$ cat config.mk
export PLATFORM = sky130hd
export DESIGN_NAME = rotator_relay_positioner_core
export DESIGN_NICKNAME = d
export VERILOG_FILES = /design/src/rtl/rrp_pkg.sv /design/src/rtl/rrp_front.sv /design/src/rtl/rrp_queue.sv /design/src/rtl/rrp_divider.sv /design/src/rtl/rrp_back.sv /design/src/rtl/rotator_relay_positioner_core.sv
export SDC_FILE = /design/constraint.sdc
export NUM_CORES = 1
export LEC_CHECK = 0
export BUFFER_PORTS_ARGS = -buffer_cell sky130_fd_sc_hd__buf_2
export CORE_MARGIN = 4
export CORE_UTILIZATION = 40
export DETAILED_ROUTE_END_ITERATION = 12
export GPL_TIMING_DRIVEN = 0
export MAX_ROUTING_LAYER = met4
export PLACE_DENSITY = 0.53
export SLEW_MARGIN = 20
export SYNTH_ARGS = -nofsm -noshare
export SYNTH_HDL_FRONTEND = slang
export SYNTH_SLANG_ARGS = --single-unit
$ cat constraint.sdc
create_clock -name aclk -period 8.3 [get_ports aclk]
set_input_delay 0.83 -clock aclk [delete_from_list [all_inputs] [get_ports aclk]]
set_output_delay 0.83 -clock aclk [all_outputs]
set_load 0.05 [all_outputs]
$ cat src/rtl/rrp_pkg.sv
`timescale 1ns / 1ps
// ----------------------------------------------------------------------------
// rrp_pkg
// Shared types and constants of the rotator relay positioner: field widths,
// register map, phase codes and the item passed from front end to back end.
// ----------------------------------------------------------------------------
package rrp_pkg;

    // Field widths
    localparam int TIME_W   = 32;
    localparam int ADC_W    = 10;
    localparam int ANGLE_W  = 9;
    localparam int TGT_W    = 10;
    localparam int IVL_W    = 16;
    localparam int POS_W    = 20;
    localparam int PHASE_W  = 4;
    localparam int ECNT_W   = 16;

    // Scaling datapath: signed ADC difference and product magnitude
    localparam int DIFF_W     = ADC_W + 1;
    localparam int PROD_W     = DIFF_W + ANGLE_W + 1;
    localparam int PROD_MAG_W = 19;
    localparam int CMP_W      = POS_W + 2;

    // Stream payload widths
    localparam int S_DATA_W = 56;
    localparam int M_DATA_W = 48;

    // Configuration port
    localparam int APB_ADDR_W = 5;
    localparam int APB_DATA_W = 32;
    localparam int REG_IDX_W  = 3;

    localparam logic [REG_IDX_W-1:0] REG_MIN_ADC    = 3'd0;
    localparam logic [REG_IDX_W-1:0] REG_MAX_ADC    = 3'd1;
    localparam logic [REG_IDX_W-1:0] REG_MAX_ANGLE  = 3'd2;
    localparam logic [REG_IDX_W-1:0] REG_HYSTERESIS = 3'd3;
    localparam logic [REG_IDX_W-1:0] REG_READ_IVL   = 3'd4;
    localparam logic [REG_IDX_W-1:0] REG_MAX_ON     = 3'd5;
    localparam logic [REG_IDX_W-1:0] REG_SETTLE     = 3'd6;

    // Register reset values
    localparam logic [ADC_W-1:0]   RST_MIN_ADC    = 10'd0;
    localparam logic [ADC_W-1:0]   RST_MAX_ADC    = 10'd1023;
    localparam logic [ANGLE_W-1:0] RST_MAX_ANGLE  = 9'd450;
    localparam logic [ANGLE_W-1:0] RST_HYSTERESIS = 9'd2;
    localparam logic [IVL_W-1:0]   RST_READ_IVL   = 16'd100;
    localparam logic [TIME_W-1:0]  RST_MAX_ON     = 32'd60000;
    localparam logic [TIME_W-1:0]  RST_SETTLE     = 32'd1000;

    // Sequencer phase codes
    localparam logic [PHASE_W-1:0] PH_IDLE        = 4'd0;
    localparam logic [PHASE_W-1:0] PH_START_RIGHT = 4'd1;
    localparam logic [PHASE_W-1:0] PH_RIGHT       = 4'd2;
    localparam logic [PHASE_W-1:0] PH_START_LEFT  = 4'd3;
    localparam logic [PHASE_W-1:0] PH_LEFT        = 4'd4;
    localparam logic [PHASE_W-1:0] PH_STOP        = 4'd5;
    localparam logic [PHASE_W-1:0] PH_SETTLE      = 4'd6;
    localparam logic [PHASE_W-1:0] PH_EMERGENCY   = 4'd7;
    localparam logic [PHASE_W-1:0] PH_HALTED      = 4'd8;

    localparam logic [ECNT_W-1:0] ECNT_MAX = '1;

    // Queue between front end and back end
    localparam int QUEUE_DEPTH = 2;

    // One poll after classification: time, scaled product as sign and
    // magnitude, and the target angle
    typedef struct packed {
        logic [TIME_W-1:0]     now_ms;
        logic                  prod_neg;
        logic [PROD_MAG_W-1:0] prod_mag;
        logic [TGT_W-1:0]      target_angle;
    } rrp_item_t;

endpackage

$ cat src/rtl/rrp_front.sv
`timescale 1ns / 1ps
// ----------------------------------------------------------------------------
// rrp_front
// Front end: accepts polls, forms the offset ADC difference and the scaled
// product, and pushes the classified item into the queue.
// ----------------------------------------------------------------------------
module rrp_front
    import rrp_pkg::*;
(
    input  logic                aclk,
    input  logic                aresetn,
    input  logic [ADC_W-1:0]    min_adc,
    input  logic [ANGLE_W-1:0]  max_angle,
    input  logic                s_tvalid,
    output logic                s_tready,
    input  logic [S_DATA_W-1:0] s_tdata,   // now_ms, adc_sample, target_angle
    output logic                push,
    output rrp_item_t           push_item,
    input  logic                queue_ready
);

    logic                     hold_valid_reg;
    logic [TIME_W-1:0]        now_reg;
    logic signed [DIFF_W-1:0] diff_reg;
    logic [TGT_W-1:0]         tgt_reg;

    logic signed [PROD_W-1:0] prod;
    logic [PROD_W-1:0]        prod_abs;
    logic                     accept;

    assign s_tready = !hold_valid_reg || queue_ready;
    assign accept   = s_tvalid && s_tready;
    assign push     = hold_valid_reg && queue_ready;

    // Capture the poll and subtract the zero offset
    always_ff @(posedge aclk) begin
        if (!aresetn) begin
            hold_valid_reg <= 1'b0;
        end else if (accept) begin
            hold_valid_reg <= 1'b1;
        end else if (push) begin
            hold_valid_reg <= 1'b0;
        end
        if (accept) begin
            now_reg  <= s_tdata[TIME_W-1:0];
            diff_reg <= $signed({1'b0, s_tdata[TIME_W +: ADC_W]})
                        - $signed({1'b0, min_adc});
            tgt_reg  <= s_tdata[TIME_W+ADC_W +: TGT_W];
        end
    end

    // Scale by the full-span angle, split into sign and magnitude
    always_comb begin
        prod     = PROD_W'(diff_reg) * $signed({{(PROD_W-ANGLE_W){1'b0}}, max_angle});
        prod_abs = prod[PROD_W-1] ? PROD_W'(-prod) : PROD_W'(prod);
        push_item.now_ms       = now_reg;
        push_item.prod_neg     = prod[PROD_W-1];
        push_item.prod_mag     = prod_abs[PROD_MAG_W-1:0];
        push_item.target_angle = tgt_reg;
    end

endmodule

$ cat src/rtl/rrp_queue.sv
`timescale 1ns / 1ps
// ----------------------------------------------------------------------------
// rrp_queue
// Short register queue between front end and back end.
// ----------------------------------------------------------------------------
module rrp_queue
    import rrp_pkg::*;
(
    input  logic      aclk,
    input  logic      aresetn,
    input  logic      push,
    input  rrp_item_t push_item,
    output logic      queue_ready,
    input  logic      pop,
    output logic      pop_valid,
    output rrp_item_t pop_item
);

    localparam int PTR_W = $clog2(QUEUE_DEPTH);
    localparam int CNT_W = $clog2(QUEUE_DEPTH + 1);
    localparam logic [CNT_W-1:0] FULL_CNT = CNT_W'(QUEUE_DEPTH);

    rrp_item_t        slot_reg [QUEUE_DEPTH];
    logic [PTR_W-1:0] wr_ptr_reg;
    logic [PTR_W-1:0] rd_ptr_reg;
    logic [CNT_W-1:0] count_reg;
    logic             do_pop;

    assign queue_ready = (count_reg != FULL_CNT);
    assign pop_valid   = (count_reg != '0);
    assign pop_item    = slot_reg[rd_ptr_reg];
    assign do_pop      = pop && pop_valid;

    // Advance pointers and occupancy
    always_ff @(posedge aclk) begin
        if (!aresetn) begin
            wr_ptr_reg <= '0;
            rd_ptr_reg <= '0;
            count_reg  <= '0;
        end else begin
            if (push) begin
                wr_ptr_reg <= (wr_ptr_reg == PTR_W'(QUEUE_DEPTH - 1)) ? '0
                              : wr_ptr_reg + 1'b1;
            end
            if (do_pop) begin
                rd_ptr_reg <= (rd_ptr_reg == PTR_W'(QUEUE_DEPTH - 1)) ? '0
                              : rd_ptr_reg + 1'b1;
            end
            if (push && !do_pop) begin
                count_reg <= count_reg + 1'b1;
            end else if (do_pop && !push) begin
                count_reg <= count_reg - 1'b1;
            end
        end
    end

    // Store the pushed item
    always_ff @(posedge aclk) begin
        if (push) begin
            slot_reg[wr_ptr_reg] <= push_item;
        end
    end

    a_no_push_when_full: assert property (@(posedge aclk) disable iff (!aresetn)
        !(push && count_reg == FULL_CNT))
        else $error("queue written while full");

endmodule

$ cat src/rtl/rrp_divider.sv
`timescale 1ns / 1ps
// ----------------------------------------------------------------------------
// rrp_divider
// Restoring unsigned divider, one quotient bit per cycle.
// ----------------------------------------------------------------------------
module rrp_divider
    import rrp_pkg::*;
(
    input  logic                  aclk,
    input  logic                  aresetn,
    input  logic                  start,
    input  logic [PROD_MAG_W-1:0] dividend,
    input  logic [ADC_W-1:0]      divisor,
    output logic                  busy,
    output logic                  done,
    output logic [PROD_MAG_W-1:0] quotient
);

    localparam int CNT_W = $clog2(PROD_MAG_W + 1);
    localparam logic [CNT_W-1:0] STEPS = CNT_W'(PROD_MAG_W);

    logic                  busy_reg;
    logic                  done_reg;
    logic [CNT_W-1:0]      cnt_reg;
    logic [ADC_W-1:0]      rem_reg;
    logic [PROD_MAG_W-1:0] quo_reg;
    logic [ADC_W-1:0]      dvs_reg;

    logic [ADC_W:0]        trial;
    logic [ADC_W:0]        trial_sub;
    logic                  fits;

    assign busy     = busy_reg;
    assign done     = done_reg;
    assign quotient = quo_reg;

    // Shift in the next dividend bit and try the subtraction
    always_comb begin
        trial     = {rem_reg, quo_reg[PROD_MAG_W-1]};
        trial_sub = trial - {1'b0, dvs_reg};
        fits      = (trial >= {1'b0, dvs_reg});
    end

    // Iterate over the quotient bits
    always_ff @(posedge aclk) begin
        if (!aresetn) begin
            busy_reg <= 1'b0;
            done_reg <= 1'b0;
            cnt_reg  <= '0;
        end else if (start) begin
            busy_reg <= 1'b1;
            done_reg <= 1'b0;
            cnt_reg  <= STEPS;
        end else if (busy_reg) begin
            cnt_reg <= cnt_reg - 1'b1;
            if (cnt_reg == CNT_W'(1)) begin
                busy_reg <= 1'b0;
                done_reg <= 1'b1;
            end
        end else begin
            done_reg <= 1'b0;
        end
    end

    always_ff @(posedge aclk) begin
        if (start) begin
            quo_reg <= dividend;
            rem_reg <= '0;
            dvs_reg <= divisor;
        end else if (busy_reg) begin
            quo_reg <= {quo_reg[PROD_MAG_W-2:0], fits};
            rem_reg <= fits ? trial_sub[ADC_W-1:0] : trial[ADC_W-1:0];
        end
    end

endmodule

$ cat src/rtl/rrp_back.sv
`timescale 1ns / 1ps
// ----------------------------------------------------------------------------
// rrp_back
// Back end: resamples the position through the divider when the read
// interval has run out, steps the phase sequencer and registers the result.
// ----------------------------------------------------------------------------
module rrp_back
    import rrp_pkg::*;
(
    input  logic                aclk,
    input  logic                aresetn,
    input  logic [ADC_W-1:0]    max_adc,
    input  logic [ANGLE_W-1:0]  hysteresis,
    input  logic [IVL_W-1:0]    read_interval_ms,
    input  logic [TIME_W-1:0]   max_on_ms,
    input  logic [TIME_W-1:0]   settle_ms,
    input  logic                pop_valid,
    input  rrp_item_t           pop_item,
    output logic                pop,
    output logic                m_tvalid,
    input  logic                m_tready,
    output logic [M_DATA_W-1:0] m_tdata
);

    localparam logic [1:0] ST_IDLE = 2'd0;
    localparam logic [1:0] ST_DIV  = 2'd1;
    localparam logic [1:0] ST_STEP = 2'd2;

    logic [1:0]              st_reg;
    rrp_item_t               item_reg;
    logic [PHASE_W-1:0]      phase_reg;
    logic signed [POS_W-1:0] position_reg;
    logic [TIME_W-1:0]       last_read_reg;
    logic [TIME_W-1:0]       mark_reg;
    logic [ECNT_W-1:0]       ecnt_reg;
    logic                    left_reg;
    logic                    right_reg;
    logic                    out_valid_reg;
    logic [M_DATA_W-1:0]     out_data_reg;

    logic [PHASE_W-1:0]      phase_next;
    logic [TIME_W-1:0]       mark_next;
    logic [ECNT_W-1:0]       ecnt_next;
    logic                    left_next;
    logic                    right_next;

    logic                    resample;
    logic                    div_start;
    logic                    div_busy;
    logic                    div_done;
    logic [PROD_MAG_W-1:0]   div_quo;
    logic [ADC_W-1:0]        div_dvs;
    logic [POS_W-1:0]        quo_ext;
    logic                    step_fire;

    logic signed [CMP_W-1:0] pos_ext;
    logic signed [CMP_W-1:0] hyst_ext;
    logic signed [CMP_W-1:0] tgt_ext;
    logic signed [CMP_W-1:0] pos_plus;
    logic signed [CMP_W-1:0] pos_minus;
    logic [TIME_W-1:0]       run_time;

    assign resample  = (pop_item.now_ms - last_read_reg) > {16'd0, read_interval_ms};
    assign pop       = (st_reg == ST_IDLE) && pop_valid;
    assign div_start = pop && resample;
    assign div_dvs   = (max_adc == '0) ? ADC_W'(1) : max_adc;
    assign quo_ext   = {1'b0, div_quo};
    assign step_fire = (st_reg == ST_STEP) && (!out_valid_reg || m_tready);
    assign m_tvalid  = out_valid_reg;
    assign m_tdata   = out_data_reg;

    rrp_divider u_div (
        .aclk     (aclk),
        .aresetn  (aresetn),
        .start    (div_start),
        .dividend (pop_item.prod_mag),
        .divisor  (div_dvs),
        .busy     (div_busy),
        .done     (div_done),
        .quotient (div_quo)
    );

    // Phase sequencer step
    always_comb begin
        pos_ext    = CMP_W'(position_reg);
        hyst_ext   = $signed({{(CMP_W-ANGLE_W){1'b0}}, hysteresis});
        tgt_ext    = CMP_W'($signed(item_reg.target_angle));
        pos_plus   = pos_ext + hyst_ext;
        pos_minus  = pos_ext - hyst_ext;
        run_time   = item_reg.now_ms - mark_reg;
        phase_next = phase_reg;
        mark_next  = mark_reg;
        ecnt_next  = ecnt_reg;
        left_next  = left_reg;
        right_next = right_reg;
        unique case (phase_reg)
            PH_IDLE: begin
                if (pos_plus < tgt_ext) begin
                    phase_next = PH_START_RIGHT;
                end else if (pos_minus > tgt_ext) begin
                    phase_next = PH_START_LEFT;
                end
            end
            PH_START_RIGHT: begin
                left_next  = 1'b0;
                right_next = 1'b1;
                mark_next  = item_reg.now_ms;
                phase_next = PH_RIGHT;
            end
            PH_RIGHT: begin
                if (pos_plus >= tgt_ext) begin
                    phase_next = PH_STOP;
                end else if (run_time >= max_on_ms) begin
                    phase_next = PH_EMERGENCY;
                end
            end
            PH_START_LEFT: begin
                left_next  = 1'b1;
                right_next = 1'b0;
                mark_next  = item_reg.now_ms;
                phase_next = PH_LEFT;
            end
            PH_LEFT: begin
                if (pos_minus <= tgt_ext) begin
                    phase_next = PH_STOP;
                end else if (run_time >= max_on_ms) begin
                    phase_next = PH_EMERGENCY;
                end
            end
            PH_STOP: begin
                left_next  = 1'b0;
                right_next = 1'b0;
                mark_next  = item_reg.now_ms;
                phase_next = PH_SETTLE;
            end
            PH_SETTLE: begin
                if (run_time >= settle_ms) begin
                    phase_next = PH_IDLE;
                end
            end
            PH_EMERGENCY: begin
                left_next  = 1'b0;
                right_next = 1'b0;
                if (ecnt_reg != ECNT_MAX) begin
                    ecnt_next = ecnt_reg + 1'b1;
                end
                phase_next = PH_HALTED;
            end
            PH_HALTED: begin
                phase_next = PH_HALTED;
            end
            default: begin
                phase_next = PH_IDLE;
            end
        endcase
    end

    // Control flow: pop, divide, step
    always_ff @(posedge aclk) begin
        if (!aresetn) begin
            st_reg        <= ST_IDLE;
            phase_reg     <= PH_IDLE;
            position_reg  <= '0;
            last_read_reg <= '0;
            mark_reg      <= '0;
            ecnt_reg      <= '0;
            left_reg      <= 1'b0;
            right_reg     <= 1'b0;
            out_valid_reg <= 1'b0;
        end else begin
            unique case (st_reg)
                ST_IDLE: begin
                    if (pop_valid) begin
                        st_reg <= resample ? ST_DIV : ST_STEP;
                    end
                end
                ST_DIV: begin
                    if (div_done) begin
                        position_reg  <= item_reg.prod_neg ? -$signed(quo_ext)
                                                           : $signed(quo_ext);
                        last_read_reg <= item_reg.now_ms;
                        st_reg        <= ST_STEP;
                    end
                end
                ST_STEP: begin
                    if (step_fire) begin
                        phase_reg <= phase_next;
                        mark_reg  <= mark_next;
                        ecnt_reg  <= ecnt_next;
                        left_reg  <= left_next;
                        right_reg <= right_next;
                        st_reg    <= ST_IDLE;
                    end
                end
                default: begin
                    st_reg <= ST_IDLE;
                end
            endcase
            if (step_fire) begin
                out_valid_reg <= 1'b1;
            end else if (m_tready) begin
                out_valid_reg <= 1'b0;
            end
        end
    end

    // Hold the popped item and the result payload
    always_ff @(posedge aclk) begin
        if (pop) begin
            item_reg <= pop_item;
        end
        if (step_fire) begin
            out_data_reg <= {6'd0, ecnt_next, phase_next, position_reg,
                             right_next, left_next};
        end
    end

    a_relays_exclusive: assert property (@(posedge aclk) disable iff (!aresetn)
        !(left_reg && right_reg))
        else $error("both relays driven");

    a_halted_sticks: assert property (@(posedge aclk) disable iff (!aresetn)
        phase_reg == PH_HALTED |=> phase_reg == PH_HALTED)
        else $error("left halted phase without reset");

    a_ecnt_monotonic: assert property (@(posedge aclk) disable iff (!aresetn)
        1'b1 |=> ecnt_reg >= $past(ecnt_reg))
        else $error("emergency count decreased");

    a_div_only_in_div: assert property (@(posedge aclk) disable iff (!aresetn)
        div_busy |-> st_reg == ST_DIV)
        else $error("divider running outside divide state");

endmodule

$ cat src/rtl/rotator_relay_positioner_core.sv
`timescale 1ns / 1ps
// Path: a poll is held in the front end, written to the queue, popped by
//   the back end, divided when resampled, and stepped into the result register.
// Throughput: the back end pops the next poll only once the current one has
//   stepped; stepping waits while the result register is still held.
// Reset: aresetn low, sampled on aclk, restores registers and clears state.
// ----------------------------------------------------------------------------
// rotator_relay_positioner_core
// Rotator relay positioner: scales the position ADC reading to degrees and
// drives left and right relays toward the target angle, with timeouts.
// ----------------------------------------------------------------------------
module rotator_relay_positioner_core
    import rrp_pkg::*;
(
    input  logic                  aclk,
    input  logic                  aresetn,
    input  logic                  psel,
    input  logic                  penable,
    input  logic                  pwrite,
    input  logic [APB_ADDR_W-1:0] paddr,
    input  logic [APB_DATA_W-1:0] pwdata,
    output logic [APB_DATA_W-1:0] prdata,
    output logic                  pready,
    input  logic                  s_tvalid,
    output logic                  s_tready,
    input  logic [S_DATA_W-1:0]   s_tdata,  // now_ms, adc_sample, target_angle
    output logic                  m_tvalid,
    input  logic                  m_tready,
    output logic [M_DATA_W-1:0]   m_tdata   // relay_left, relay_right,
                                            // position_deg, phase,
                                            // emergency_count
);

    logic [ADC_W-1:0]     min_adc_reg;
    logic [ADC_W-1:0]     max_adc_reg;
    logic [ANGLE_W-1:0]   max_angle_reg;
    logic [ANGLE_W-1:0]   hyst_reg;
    logic [IVL_W-1:0]     ivl_reg;
    logic [TIME_W-1:0]    max_on_reg;
    logic [TIME_W-1:0]    settle_reg;

    logic [REG_IDX_W-1:0] reg_idx;
    logic                 wr_en;

    logic                 push;
    rrp_item_t            push_item;
    logic                 queue_ready;
    logic                 pop;
    logic                 pop_valid;
    rrp_item_t            pop_item;

    assign pready  = 1'b1;
    assign reg_idx = paddr[APB_ADDR_W-1:2];
    assign wr_en   = psel && penable && pwrite && pready;

    // Write configuration registers
    always_ff @(posedge aclk) begin
        if (!aresetn) begin
            min_adc_reg   <= RST_MIN_ADC;
            max_adc_reg   <= RST_MAX_ADC;
            max_angle_reg <= RST_MAX_ANGLE;
            hyst_reg      <= RST_HYSTERESIS;
            ivl_reg       <= RST_READ_IVL;
            max_on_reg    <= RST_MAX_ON;
            settle_reg    <= RST_SETTLE;
        end else if (wr_en) begin
            case (reg_idx)
                REG_MIN_ADC:    min_adc_reg   <= pwdata[ADC_W-1:0];
                REG_MAX_ADC:    max_adc_reg   <= pwdata[ADC_W-1:0];
                REG_MAX_ANGLE:  max_angle_reg <= pwdata[ANGLE_W-1:0];
                REG_HYSTERESIS: hyst_reg      <= pwdata[ANGLE_W-1:0];
                REG_READ_IVL:   ivl_reg       <= pwdata[IVL_W-1:0];
                REG_MAX_ON:     max_on_reg    <= pwdata[TIME_W-1:0];
                REG_SETTLE:     settle_reg    <= pwdata[TIME_W-1:0];
                default: begin
                end
            endcase
        end
    end

    // Read back configuration registers
    always_comb begin
        unique case (reg_idx)
            REG_MIN_ADC:    prdata = APB_DATA_W'(min_adc_reg);
            REG_MAX_ADC:    prdata = APB_DATA_W'(max_adc_reg);
            REG_MAX_ANGLE:  prdata = APB_DATA_W'(max_angle_reg);
            REG_HYSTERESIS: prdata = APB_DATA_W'(hyst_reg);
            REG_READ_IVL:   prdata = APB_DATA_W'(ivl_reg);
            REG_MAX_ON:     prdata = max_on_reg;
            REG_SETTLE:     prdata = settle_reg;
            default:        prdata = '0;
        endcase
    end

    rrp_front u_front (
        .aclk        (aclk),
        .aresetn     (aresetn),
        .min_adc     (min_adc_reg),
        .max_angle   (max_angle_reg),
        .s_tvalid    (s_tvalid),
        .s_tready    (s_tready),
        .s_tdata     (s_tdata),
        .push        (push),
        .push_item   (push_item),
        .queue_ready (queue_ready)
    );

    rrp_queue u_queue (
        .aclk        (aclk),
        .aresetn     (aresetn),
        .push        (push),
        .push_item   (push_item),
        .queue_ready (queue_ready),
        .pop         (pop),
        .pop_valid   (pop_valid),
        .pop_item    (pop_item)
    );

    rrp_back u_back (
        .aclk             (aclk),
        .aresetn          (aresetn),
        .max_adc          (max_adc_reg),
        .hysteresis       (hyst_reg),
        .read_interval_ms (ivl_reg),
        .max_on_ms        (max_on_reg),
        .settle_ms        (settle_reg),
        .pop_valid        (pop_valid),
        .pop_item         (pop_item),
        .pop              (pop),
        .m_tvalid         (m_tvalid),
        .m_tready         (m_tready),
        .m_tdata          (m_tdata)
    );

endmodule

==> impl_metrics.env, run 1 <==
export IMPL_synth_compound_area_frac=0.152
export IMPL_synth_edf_count=291
export IMPL_io_pins=183
export IMPL_max_slew_margin=0.368
export IMPL_drt_iter0_markers=1707
export IMPL_coreArea_mm2=0.0836
export IMPL_row_count=106
export IMPL_finalHoldViolCount=0
export IMPL_tightest_slew_ns=0.947
export IMPL_cp_end_kind="flop"
export IMPL_p_int_mw=7.21
export IMPL_grt_antenna_before_repair=4
export IMPL_rsz0062_at_grt="no"
export IMPL_synth_cell_types=82
export IMPL_grtUsageMet3=0.0361
export IMPL_cts_hold_buf=0
export IMPL_synth_simple_gate_area_frac=0.141
export IMPL_skew_ns=0.0772
export IMPL_htreeDepth=2
export IMPL_routabilityCongestion=0.908
export IMPL_start_kind="flop"
export IMPL_grt_pass1_wl_mm=144
export IMPL_clockPowerShare=0.238
export IMPL_synth_top_family_by_area="adder cells"
export IMPL_cp_required_ns=8.46
export IMPL_timing_setup_tns_ns=0
export IMPL_power_switching_mw=4.55
export IMPL_die_area_mm2=0.0889
export IMPL_maxCapViolations=0
export IMPL_post_cts_setup_buffers=0
export IMPL_synthesis_instances=3508
export IMPL_yosysSeqAreaShare=0.408
export IMPL_dp_cells=4768
export IMPL_grtUsageMet2=0.309
export IMPL_comb_power_share=0.443
export IMPL_yosysWarnings=0
export IMPL_die_y_um=298
export IMPL_grt_max_degree=44
export IMPL_top_usage_layer="met2"
export IMPL_yosysTopAreaCell="edfxtp_1"
export IMPL_synth_area_per_cell_um2=9.60
export IMPL_synth_flop_cell="edfxtp_1"
export IMPL_worstSkewPairLatency_ns=0.67
export IMPL_via_per_inst=5.20
export IMPL_clock_fmax_ghz=0.131
export IMPL_crit_arrival_ns=7.80
export IMPL_p_sw_frac=0.387
export IMPL_hold_path_class="in -> reg"
export IMPL_finalNonFillerCells=4886
export IMPL_ys_ff_latch=541
export IMPL_synth_xor_area_frac=0.0444
export IMPL_fill_cells=8036
export IMPL_period_needed_ns=7.64
export IMPL_cts_tree="done"
export IMPL_drive_above_1_share=0.0978
export IMPL_power_density_mw_per_mm2=308
export IMPL_synth_mux_area_frac=0.0365
export IMPL_path_class="reg -> reg"
export IMPL_netlist_area_mm2=0.0337
export IMPL_finalSetupViolCount=0
export IMPL_io_buffers=166
export IMPL_cts_buffers_inserted=61
export IMPL_clock_sinks=541
export IMPL_dieWidth_um=298
export IMPL_ant_nets=0
export IMPL_dp_hpwl_mm=72.6
export IMPL_run_status="complete, no violations"
export IMPL_netlist_area_leader_share=0.260
export IMPL_clockBufferDepth=3
export IMPL_wl_per_cell_um=19.1
export IMPL_largest_register_ff_count=124
export IMPL_drcViolationCount=0
export IMPL_p_leak_nw=15.1
export IMPL_fin_nets=4218
export IMPL_use_met1=0.307
export IMPL_first_global_vias=24484
export IMPL_synthArstFlopShare=0
export IMPL_critPathMaxFanout=19
export IMPL_start_util=0.403
export IMPL_area_growth_pct=13.4
export IMPL_dr_pass1_iters=5
export IMPL_fin_crit_sh=0.921
export IMPL_synth_area_leaders="edfxtp_1 26%, dfxtp_1 15%, ha_1 10%"
export IMPL_clk_pin_slew_ns=0.06
export IMPL_vias=25387
export IMPL_synthAdderAreaFrac=0.157
export IMPL_grtUsageTotal=0.211
export IMPL_overflow=0
export IMPL_slew_violations=0
export IMPL_vdd_ir_drop_max_uv=220
export IMPL_power_frac_seq=0.319
export IMPL_clockRootBuffer="clkbuf_16"
export IMPL_drt_total_wl_mm=93.1
-- final cells by class --
cell class / count / area [µm²] / share of cell area
repair buffers: 175 / 993 / 0.0260
flip-flops and latches: 541 / 13700 / 0.360
clock buffers: 92 / 1810 / 0.0474
diodes: 3 / 7.51 / 0.000197
plain buffers: 156 / 632 / 0.0165
multi-input cells: 2443 / 17900 / 0.470
inverters: 372 / 1400 / 0.0366
well taps: 1080 / 1350 / 0.0354
clock inverters: 24 / 309 / 0.00809
-- worst max-delay path, cell delays in order, from the launching register on --
cell	delay [ns]
dfxtp_1	0.85
clkbuf_2	0.49
mux2i_1	0.54
ha_1	0.28
inv_1	0.06
fa_1	0.39
a21o_1	0.21
a22o_1	0.21
o31ai_1	0.47
o21bai_1	0.20
xor2_1	0.18
ha_1	0.33
nand4_1	0.17
nor4_1	0.41
nor3_1	0.08
a211oi_1	0.53
nand4_1	0.15
nor4_1	0.24
nand4_1	0.47
nand2_2	0.34
nand2b_1	0.51
-- layout by cell type, fill, tap and decap left out, drive strengths merged, types with 12 or more instances in the layout --
cell type,instances
mux2,50
o21bai,14
and3,22
nand2b,34
nor4,13
o211ai,33
edfxtp,291
o21a,25
a21o,52
nor3,39
a21oi,187
o211a,20
mux2i,64
and2,70
or3,18
ha,275
nand3,59
xor2,65
clkbuf,230
a211oi,15
nand2,514
a21boi,161
o31ai,12
xnor2,105
a22o,17
nor2,158
inv,378
nand4,37
o21ai,105
buf,193
clkinv,14
nor2b,48
dfxtp,250
fa,93
-- stage by stage --
stage / hold WS, ns / utilization / power (mW) / setup WS, ns / instance area (µm²)
3_5_place_dp: 0.428 / 0.432 / 9.01 / 0.141 / 36100
6_report: 0.334 / 0.457 / 11.8 / 0.658 / 38200
4_1_cts: 0.280 / 0.457 / 11.9 / 0.0323 / 38200
3_3_place_gp: 0.421 / 0.429 / 8.97 / 0.0197 / 35900
5_1_grt: 0.291 / 0.457 / 12.7 / 0.169 / 38200
2_1_floorplan: 0.406 / - / 7.60 / 2.21 / 33700
-- metal layers --
metal / up-vias / wire length [µm]
met3: 112 / 5200
met2: 597 / 39600
met4: 0 / 2130
met5: - / 0
met1: 12092 / 46200
li1: 12586 / -
-- cell families (layout without fill, tap and decap cells) --
logic type      count (synthesis)  count (layout)
simple gates                 1040            1040
xor+xnor                      170             170
other cells                     2              10
mux                           115             115
flops                         541             541
compound gates                743             743
fa+ha+maj                     368             368
buf+inv                       529             819
-- worst paths after layout --
path	startpoint	cells after the start	endpoint	slack, ns
min reg2reg	u_back.position_reg[12]$_SDFFE_PN0P_	0	u_back.m_tdata[14]$_DFFE_PP_	0.44
max reg2reg	flop	20	u_back.u_div.quotient[7]$_DFFE_PP_	0.66
max	flop	20	u_back.u_div.quotient[7]$_DFFE_PP_	0.66
min	s_tdata[9]	1	u_front.now_reg[9]$_DFFE_PP_	0.33
-- synth_stat cells, types with 20 or more instances --
| cell | number |
|---|---|
| edfxtp_1 | 291 |
| o21ai_0 | 99 |
| a21boi_0 | 160 |
| clkbuf_1 | 139 |
| a21o_1 | 52 |
| nand3_1 | 59 |
| and2_1 | 70 |
| ha_1 | 275 |
| fa_1 | 93 |
| mux2i_1 | 64 |
| dfxtp_1 | 250 |
| o211ai_1 | 33 |
| nand2_1 | 513 |
| mux2_2 | 49 |
| inv_1 | 370 |
| and3_1 | 22 |
| nor2b_1 | 48 |
| nand4_1 | 37 |
| nand2b_1 | 34 |
| nor2_1 | 158 |
| o21a_1 | 25 |
| nor3_1 | 39 |
| a21oi_1 | 187 |
| xnor2_1 | 104 |
| xor2_1 | 65 |
| o211a_1 | 20 |
-- power groups by stage --
stage                     Sequential (mW)  Clock [mW]  Combinational (mW)
after CTS                            3.73        2.89                5.26
after global routing                 3.78        2.99                5.90
after detailed placement             3.79           0                5.23
final                                3.75        2.80                5.21
after global placement               3.81           0                5.16
after floorplan                      3.70           0                3.90
-- timing repair --
| action | 4_1_cts | 5_1_grt |
|---|---|---|
| hold endpoints to repair | 0 | 0 |
| endpoints found under the setup margin | 0 | 27 |
| gates resized for setup | 0 | 3 |
Note: power is estimated with default switching activity, not from simulation.
==> run 2: changes to the inputs <==
- GPL_TIMING_DRIVEN: 0 -> not set
==> impl_metrics.env, run 2 (same netlist as run 1, synthesis figures left out) <==
export IMPL_r2r_start="max_angle_reg[3]$_SDFFE_PN0P_"
export IMPL_htreeDepth=2
export IMPL_crit_family="adder cells"
export IMPL_whs_ns=0.377
export IMPL_dr_pass1_iters=7
export IMPL_ant_nets=0
export IMPL_worstSkewPairLatency_ns=0.64
export IMPL_io_buffers=169
export IMPL_cp_required_ns=8.67
export IMPL_final_common_cell="nand2_1"
export IMPL_io_pins=183
export IMPL_drt_total_wl_mm=86.8
export IMPL_clk_pin_slew_ns=0.06
export IMPL_first_global_vias=23765
export IMPL_max_slew_margin=0.308
export IMPL_cpMaxStageDelayCell="xnor2_2"
export IMPL_cts_resized=0
export IMPL_hold_start="s_tdata[25]"
export IMPL_stdcell_area_mm2=0.0375
export IMPL_cts_buffers_inserted=59
export IMPL_p_leak_nw=14.9
export IMPL_largest_register_ff_count=124
export IMPL_grt_pass1_wl_mm=136
export IMPL_via_per_inst=5.21
export IMPL_crit_arrival_ns=7.26
export IMPL_start_util=0.403
export IMPL_r2r_slack_ns=1.40
export IMPL_wl_met3_mm=3.61
export IMPL_coreArea_mm2=0.0836
export IMPL_drt_iter0_markers=1457
export IMPL_min_delay_path_depth=1
export IMPL_cp_end_kind="flop"
export IMPL_power_density_mw_per_mm2=306
export IMPL_crit_buf_inv=5
export IMPL_overflow=0
export IMPL_period_needed_ns=6.90
export IMPL_wl_per_cell_um=18.3
export IMPL_post_cts_setup_buffers=0
export IMPL_drcViolationCount=0
export IMPL_clockRootBuffer="clkbuf_16"
export IMPL_cts_tree="done"
export IMPL_finalSetupViolCount=0
export IMPL_skew_ns=0.0208
export IMPL_highest_layer="met4"
export IMPL_fin_crit_sh=0.831
export IMPL_finalNonFillerCells=4746
export IMPL_power_mw=11.5
export IMPL_finalWorstSetupSlack_ns=1.40
export IMPL_layout_common_cells="512 x nand2_1, 369 x inv_1, 291 x edfxtp_1, 275 x ha_1, 249 x dfxtp_1"
export IMPL_fin_nets=4080
export IMPL_min_to="u_front.now_reg[25]$_DFFE_PP_"
export IMPL_clockBufferDepth=3
export IMPL_vias=24705
export IMPL_start_kind="flop"
export IMPL_slowest_delay_ns=0.79
export IMPL_tightest_slew_ns=1.04
export IMPL_fill_cells=8077
export IMPL_rsz0062_at_grt="no"
export IMPL_slew_violations=0
export IMPL_die_area_mm2=0.0889
export IMPL_row_count=106
export IMPL_die_y_um=298
export IMPL_post_place_ws_ns=1.42
export IMPL_r2r_end="u_queue.slot_reg[1][11]$_DFFE_PP_"
export IMPL_hold_path_class="in -> reg"
export IMPL_area_growth_pct=11.4
export IMPL_drive_above_1_share=0.102
export IMPL_dieWidth_um=298
export IMPL_critPathMaxFanout=19
export IMPL_reg2regPathDepth=21
export IMPL_timing_setup_tns_ns=0
export IMPL_wl_met2_mm=36.5
export IMPL_path_class="reg -> reg"
export IMPL_dp_cells=4631
export IMPL_cts_hold_buf=0
export IMPL_vdd_ir_drop_max_uv=201
export IMPL_clock_fmax_ghz=0.145
export IMPL_clock_sinks=541
export IMPL_placed_area_mm2=0.0355
export IMPL_routabilityCongestion=0.877
export IMPL_finalHoldViolCount=0
export IMPL_fin_util=0.449
export IMPL_m1WireLength_mm=45.0
export IMPL_maxCapViolations=0
export IMPL_grt_antenna_before_repair=2
export IMPL_grtUsageTotal=0.197
export IMPL_grt_max_degree=91
export IMPL_path_cells="nand2_1 > fa_1 > inv_1 > fa_1 > inv_1 > fa_1 > inv_1 > fa_1 > inv_1 > fa_1 > inv_1 > ha_1 > o21ai_0 > a21oi_1 > o2111ai_1 > a21oi_1 > or4_1 > a41oi_1 > a211o_1 > xnor2_2 > mux2_2"
export IMPL_run_status="complete, no violations"
export IMPL_dp_hpwl_mm=63.6
## run 2: cell count changes in the layout (fill, tap and decap cells not counted), sizes merged
cell,delta
buf,+2
clkinv,+7
clkinvlp,+2
bufinv,+2
clkbuf,-149
inv,-4
## run 2: routing by layer
layer | vias to the layer above | global-route usage
met5 | - | -
met4 | 0 | 0.0428
met3 | 92 | 0.0232
met2 | 451 | 0.286
met1 | 11836 | 0.295
li1 | 12326 | -
## run 2: worst reg2reg max path, cell delays in order (launching register included)
cell and delay, ns:
dfxtp_1 0.67, nand2_1 0.16, fa_1 0.56, inv_1 0.05
fa_1 0.49, inv_1 0.05, fa_1 0.47, inv_1 0.05
fa_1 0.53, inv_1 0.06, fa_1 0.53, inv_1 0.04
ha_1 0.39, o21ai_0 0.15, a21oi_1 0.23, o2111ai_1 0.13
a21oi_1 0.20, or4_1 0.18, a41oi_1 0.16, a211o_1 0.32
xnor2_2 0.79, mux2_2 0.44
## run 2: how the worst max path moves through the flow
stage,start,endpoint,slack (ns),cells after the start
2_1_floorplan,max_angle_reg[3]$_SDFFE_PN0P_,u_queue.slot_reg[0][17]$_DFFE_PP_,2.21,24
3_3_place_gp,max_angle_reg[3]$_SDFFE_PN0P_,u_queue.slot_reg[0][11]$_DFFE_PP_,1.42,21
3_5_place_dp,max_angle_reg[3]$_SDFFE_PN0P_,u_queue.slot_reg[0][11]$_DFFE_PP_,1.42,21
4_1_cts,max_angle_reg[3]$_SDFFE_PN0P_,u_queue.slot_reg[1][11]$_DFFE_PP_,1.39,21
5_1_grt,max_angle_reg[3]$_SDFFE_PN0P_,u_queue.slot_reg[0][11]$_DFFE_PP_,0.93,21
6_report,max_angle_reg[3]$_SDFFE_PN0P_,u_queue.slot_reg[1][11]$_DFFE_PP_,1.40,21
## run 2: final cells by class
type                    count  area [µm²]  area share
inverters                 372        1400      0.0372
diodes                      3        7.51    0.000200
clock buffers              81        1650      0.0440
multi-input cells        2443       18000       0.479
clock inverters            31         347     0.00924
repair buffers            195        1050      0.0279
well taps                1080        1350      0.0360
flip-flops and latches    541       13700       0.367
## run 2: power breakdown
group	switching (mW)	internal [mW]	leakage, nW
Combinational	2.94	2.02	9.26
Clock	1.12	1.58	0.977
Sequential	0.313	3.50	4.65
Total	4.38	7.10	14.9
